==> src/sv/rce_pkg.sv <==
// Shared constants, codes and handshake structs of the route cost evaluator.
package rce_pkg;

  localparam int unsigned EDGE_DEPTH = 4096;
  localparam int unsigned EDGE_AW    = (EDGE_DEPTH > 1) ? $clog2(EDGE_DEPTH) : 1;
  localparam int unsigned CNT_W      = $clog2(EDGE_DEPTH + 1);

  localparam int unsigned ID_W    = 16;
  localparam int unsigned VAL_W   = 24;
  localparam int unsigned SUM_W   = 32;
  localparam int unsigned WGT_W   = 12;
  localparam int unsigned PROD_W  = WGT_W + SUM_W;
  localparam int unsigned SCORE_W = 45;
  localparam int unsigned ENDS_W  = 2 * ID_W;
  localparam int unsigned VALS_W  = 2 * VAL_W;
  localparam int unsigned FRAC_W  = 8;

  localparam logic [WGT_W-1:0]   WGT_RESET = WGT_W'(256);
  localparam logic [SCORE_W-1:0] SCORE_MAX = {1'b0, {(SCORE_W - 1){1'b1}}};

  typedef enum logic [1:0] {
    CMD_CLEAR = 2'd0,
    CMD_LOAD  = 2'd1,
    CMD_NODE  = 2'd2
  } cmd_e;

  typedef enum logic {
    REG_TIME_WEIGHT  = 1'b0,
    REG_RIDER_WEIGHT = 1'b1
  } reg_idx_e;

  // Commands from the controller to the datapath.
  typedef struct packed {
    logic clear;
    logic load;
    logic take;
    logic restart;
    logic miss;
    logic scan_start;
    logic prev_from_in;
    logic prev_from_held;
    logic mul;
    logic emit;
  } ctrl_cmd_t;

  // Status from the datapath to the controller.
  typedef struct packed {
    logic cnt_zero;
    logic invalid;
    logic scan_done;
    logic out_free;
  } dp_stat_t;

endpackage

==> src/sv/rce_ctrl.sv <==
// Controller state machine of the route cost evaluator.
module rce_ctrl import rce_pkg::*; (
  input  logic      clk_i,
  input  logic      rst_ni,
  input  logic      in_valid_i,
  output logic      in_ready_o,
  input  logic [1:0] cmd_i,
  input  logic      first_node_i,
  input  logic      last_node_i,
  input  dp_stat_t  stat_i,
  output ctrl_cmd_t cmd_o
);

  typedef enum logic [3:0] {
    S_IDLE = 4'b0001,
    S_SCAN = 4'b0010,
    S_MUL  = 4'b0100,
    S_EMIT = 4'b1000
  } state_e;

  state_e state_q, state_d;
  logic   last_q, last_d;

  assign in_ready_o = (state_q == S_IDLE);

  always_comb begin
    state_d = state_q;
    last_d  = last_q;
    cmd_o   = '0;
    unique case (state_q)
      S_IDLE: begin
        if (in_valid_i) begin
          unique case (cmd_e'(cmd_i))
            CMD_CLEAR: cmd_o.clear = 1'b1;
            CMD_LOAD:  cmd_o.load  = 1'b1;
            CMD_NODE: begin
              cmd_o.take = 1'b1;
              last_d     = last_node_i;
              if (first_node_i) begin
                cmd_o.restart      = 1'b1;
                cmd_o.prev_from_in = 1'b1;
                state_d            = last_node_i ? S_MUL : S_IDLE;
              end else if (stat_i.invalid || stat_i.cnt_zero) begin
                cmd_o.miss         = 1'b1;
                cmd_o.prev_from_in = 1'b1;
                state_d            = last_node_i ? S_MUL : S_IDLE;
              end else begin
                cmd_o.scan_start = 1'b1;
                state_d          = S_SCAN;
              end
            end
            default: ;
          endcase
        end
      end
      S_SCAN: begin
        if (stat_i.scan_done) begin
          cmd_o.prev_from_held = 1'b1;
          state_d              = last_q ? S_MUL : S_IDLE;
        end
      end
      S_MUL: begin
        cmd_o.mul = 1'b1;
        state_d   = S_EMIT;
      end
      S_EMIT: begin
        if (stat_i.out_free) begin
          cmd_o.emit = 1'b1;
          state_d    = S_IDLE;
        end
      end
      default: state_d = S_IDLE;
    endcase
  end

  always_ff @(posedge clk_i or negedge rst_ni) begin
    if (!rst_ni) begin
      state_q <= S_IDLE;
      last_q  <= 1'b0;
    end else begin
      state_q <= state_d;
      last_q  <= last_d;
    end
  end

`ifndef SYNTH
  // A result is only written into the output register when it is free.
  a_emit_free: assert property (@(posedge clk_i) disable iff (!rst_ni)
    cmd_o.emit |-> stat_i.out_free)
    else $error("emit while the output register is occupied");

  // Scan completion is only ever reported while the controller is scanning.
  a_done_in_scan: assert property (@(posedge clk_i) disable iff (!rst_ni)
    stat_i.scan_done |-> (state_q == S_SCAN))
    else $error("scan done outside of a scan");
`endif

endmodule

==> config.mk <==
export PLATFORM = sky130hd
export DESIGN_NAME = rce_ctrl
export DESIGN_NICKNAME = d
export VERILOG_FILES = /design/src/sv/rce_pkg.sv /design/src/sv/rce_ctrl.sv
export SDC_FILE = /design/constraint.sdc
export NUM_CORES = 1
export LEC_CHECK = 0
export ABC_AREA = 1
export BUFFER_PORTS_ARGS = -buffer_cell sky130_fd_sc_hd__buf_2
export CORE_AREA = 3 3 40 42
export CTS_BUF_LIST = sky130_fd_sc_hd__clkbuf_8
export DETAILED_ROUTE_END_ITERATION = 10
export DIE_AREA = 0 0 43 45
export GPL_ROUTABILITY_DRIVEN = 0
export GPL_TIMING_DRIVEN = 1
export HOLD_SLACK_MARGIN = 0.15
export SYNTH_ARGS = -nofsm -noshare
export SYNTH_HDL_FRONTEND = slang
export SYNTH_SLANG_ARGS = --single-unit
==> constraint.sdc <==
create_clock -name clk_i -period 1.4 [get_ports clk_i]
set_input_delay 0.14 -clock clk_i [delete_from_list [all_inputs] [get_ports clk_i]]
set_output_delay 0.14 -clock clk_i [all_outputs]
set_load 0.05 [all_outputs]
==> results_tabular.tex <==
\begin{tabular}{lr}
\hline
Metric & Value \\
\hline
\multicolumn{2}{l}{\textbf{Synth}} \\
\quad Yosys reg bits & 5 \\
\quad Most common cell in the synthesized netlist & inv\_1 \\
\quad Number of instances in the synthesized netlist & 63 \\
\quad Number of enable-type register cells in the synthesized netlist & 0 \\
\quad Commonest cells post-synth & inv\_1, nand2\_1, nand3\_1, nor2\_1 \\
\quad Distinct cell type count after synthesis & 17 \\
\quad Synthesized netlist net count & 74 \\
\quad Per-instance average area after synthesis & 6.87 um\^{}2 \\
\quad Seq/Total Area, Yosys & 0.292 \\
\quad Async S/R FF share, synth & 1.00 \\
\quad Top-area cell type share of the netlist area & 0.231 \\
\quad Total standard cell area after synthesis & 433 um\^{}2 \\
\quad Number of warning messages in the yosys log & 0 \\
\quad Top flip-flop cell by instance count after synthesis & dfrtp\_1 \\
\quad Post-synthesis cell type with the largest combined area & dfrtp\_1 \\
\quad Top cells by area in the synthesized netlist & dfrtp\_1, inv\_1, nand2\_1 \\
\multicolumn{2}{l}{\textbf{Pwr}} \\
\quad Logic gate share of total power & 0.675 \\
\quad Peak supply drop & a little over 1 mV \\
\quad Power Dens Cells & 1960 nW/um\^{}2 \\
\quad Static leakage & 0.000435 uW \\
\quad Psw & 759 uW \\
\quad Post-layout power & 1600 uW \\
\quad Internal Power & 844 uW \\
\quad Switch share & 0.474 \\
\quad Share of total power in sequential cells & 0.166 \\
\quad Clock share of power & 0.159 \\
\multicolumn{2}{l}{\textbf{Layout}} \\
\quad N\_diodes & 0 \\
\quad Fraction of layout instances using a drive strength above 1 & 0.596 \\
\quad \# fillers & 101 \\
\quad FF+latch area & 126 um\^{}2 \\
\quad Synthesis-to-layout area growth & 89.3\% \\
\quad Final-stage net count & 111 \\
\quad Post-Layout Inst Area & 820 um\^{}2 \\
\quad Area occupied by multi-input gates & 322 um\^{}2 \\
\quad Final cell count without fillers & 114 \\
\multicolumn{2}{l}{\textbf{Global route}} \\
\quad Total global-route track usage & 0.137 \\
\quad Global-route congestion overflow total & 0 \\
\quad Maximum number of pins on one net before global-route repair & 6 \\
\quad Vias in the first global route & 526 \\
\quad First-pass GRT wire length & 2000 um \\
\quad Antenna violations before repair & 0 \\
\multicolumn{2}{l}{\textbf{Placed design}} \\
\quad Placed cells & 104 \\
\quad Half-perimeter wire length of the detailed placement result & 892 um \\
\quad Dpl cell area & about 640 um\^{}2 \\
\quad Port bufs & 21 \\
\multicolumn{2}{l}{\textbf{Timing}} \\
\quad Worst clock skew & 0.000312 ns \\
\quad Sum Neg Setup Slack & -0.522 ns \\
\quad Number of pins exceeding their max-slew limit in the final report & 0 \\
\quad Final-report hold violation count & 0 \\
\quad Tmin final & 1.53 ns \\
\quad Maximum clock rate & around 0.65 GHz \\
\quad Headroom to the max-slew limit & 0.839 \\
\quad Final Cycle Share & 1.09 \\
\quad Worst Max-Slew Pin Slew & 0.240 ns \\
\quad Worst Slack Setup Final & -0.130 ns \\
\quad Finish-stage setup viols & 9 \\
\quad Unrepaired setup endpoints after global routing & yes \\
\multicolumn{2}{l}{\textbf{Run status}} \\
\quad Violated checks & negative setup slack \\
\quad Result of the run & complete, but fails checks \\
\multicolumn{2}{l}{\textbf{Detailed routing}} \\
\quad Drc violations & 0 \\
\quad Initial detailed-routing violation count & 4 \\
\quad Antenna Nets Post-Route & 0 \\
\quad Vias & 522 \\
\quad Vias per cell & 4.58 \\
\quad Total wire length after detailed routing & 1110 um \\
\quad Post-DR wirelength/cell & a little under 10 um \\
\quad DRT Pass-1 Iters & 2 \\
\multicolumn{2}{l}{\textbf{CTS}} \\
\quad Clock tree from TritonCTS & done \\
\quad Number of buffers between clock root and the deepest sink & 2 \\
\quad Buffer type at the clock tree root & clkbuf\_8 \\
\quad Number of clock sinks seen by CTS & 5 \\
\quad Clock latency of the later-clocked register in the worst-skew pair & 0.22 ns \\
\quad H-tree level count & 1 \\
\quad Clk slew on worst S/H paths & 0.04 ns \\
\quad Num CTS Buffers & 3 \\
\multicolumn{2}{l}{\textbf{Worst setup path}} \\
\quad Depth of the most critical reg-to-reg path & 7 \\
\quad Launching point of the worst reg2reg path & state\_q[0] \\
\quad Required time reported for the critical path endpoint & 1.26 ns \\
\quad Worst Setup EP & cmd\_o[8] \\
\quad Levels on crit path & 4 \\
\quad Critical Path Slowest Stage Cell & dfstp\_2 \\
\quad Endpoint of the lowest-slack register-to-register path & state\_q[1] \\
\quad Cell chain of the critical path & nand3\_4 -> buf\_4 -> nor4\_4 -> buf\_6 \\
\quad Crit path from & state\_q[0] \\
\quad Delay of the slowest critical-path stage & 0.56 ns \\
\quad Worst setup EP type & output pin \\
\quad CP bufs+invs & 2 \\
\quad Kind of cell adding the most delay to the critical path & flip-flops \\
\quad CP Launch Type & flip-flop \\
\quad Reg-to-reg slack, setup & around 0.030 ns \\
\quad Endpoint arrival time on the critical path & 1.39 ns \\
\quad WS Path Type & flip-flop to output pin \\
\quad Largest fanout on the critical path & 5 \\
\multicolumn{2}{l}{\textbf{Flow run}} \\
\quad Number of max-cap violations & 0 \\
\multicolumn{2}{l}{\textbf{Floorplanning}} \\
\quad Initial core utilization & 0.337 \\
\quad Die outline width & 43 um \\
\quad Area of the die & approximately 1900 um\^{}2 \\
\quad Boundary pin count & 22 \\
\quad FP Rows & 13 \\
\quad Core footprint & 1280 um\^{}2 \\
\quad Die Y & between 40 and 50 um \\
\multicolumn{2}{l}{\textbf{Worst hold path}} \\
\quad Origin of the worst min-delay path & last\_node\_i \\
\quad Hold/Removal Path Class & primary input to flip-flop \\
\hline
\end{tabular}
area by class of cell:
cell class	instances	area share
inverters	14	0.0672
well taps	15	0.0229
flip-flops and latches	5	0.154
clock buffers	3	0.0504
clock inverters	1	0.00458
repair buffers	32	0.308
multi-input cells	44	0.392
cell families after synthesis:
| logic type | count (synthesis) | share of synthesized area |
|---|---|---|
| simple gates | 42 | 0.546 |
| buf+inv | 14 | 0.121 |
| flops | 5 | 0.292 |
| compound gates | 2 | 0.0405 |
worst min-delay path by stage:
stage                 endpoint  slack [ns]  cells after the start
finish                  last_q        0.24                      3
global placement        last_q       -0.05                      1
global route        state_q[2]        0.28                      2
detailed placement      last_q       -0.04                      1
floorplan               last_q       -0.16                      0
CTS                     last_q        0.23                      3
routing by layer:
metal  global-route usage  vias up  routed length, um
met5                    0        -                  0
met4               0.0542        0                 12
met3               0.0319        2                 83
met2                0.263       20                611
met1                0.145      228                405
li1                     -      272                  -
cells in the final DEF (no fill, tap or decap):
cell and count:
nor3_4 1, dlygate4sd3_1 1, buf_2 11, nor3_2 1, inv_4 1, nor2_1 3
nor4_4 1, inv_1 13, nand2_2 4, nand3_4 1, o21ai_2 2, clkbuf_8 3
inv_2 1, buf_6 8, dfrtp_1 4, buf_8 1, buf_4 11, nor2_2 4
nand4_1 1, nand3b_1 1, nand3_1 7, dfstp_2 1, nor4_2 1, nor2_4 7
nand2_1 10
flip-flops by register name (all words and copies together), names as in the netlist:
register,cells
state_q,4
last_q,1
worst register-to-register path, stage by stage (launching register included):
cell and delay [ns]:
dfstp_2 0.56, nand3_4 0.12, buf_4 0.16, buf_4 0.13, nor2_2 0.11, nor2_2 0.07, nand2_1 0.05, nand2_1 0.06
power groups by stage:
stage / combinational, uW / sequential, uW / clock, uW
after detailed placement: 855 / 270 / 0
after CTS: 920 / 262 / 260
after global placement: 851 / 269 / 0
final: 1080 / 266 / 255
after global routing: 1170 / 275 / 281
after floorplan: 644 / 263 / 0
metrics by stage:
stage,setup WS [ns],hold WS (ns),util
5_1_grt,-0.192,0.276,0.638
6_report,-0.130,0.237,0.638
2_1_floorplan,-0.319,-0.156,-
3_5_place_dp,-0.00424,-0.0447,0.497
3_3_place_gp,0.0210,-0.0456,0.497
4_1_cts,-0.137,0.232,0.586
timing repair:
item,CTS,global route
hold endpoints to repair,5,0
endpoints found under the setup margin,10,11
resized for setup,15,13
buffers inserted,2,3
hold buffers,1,0
pin swaps,2,1
Power figures use the tool's default switching activity.
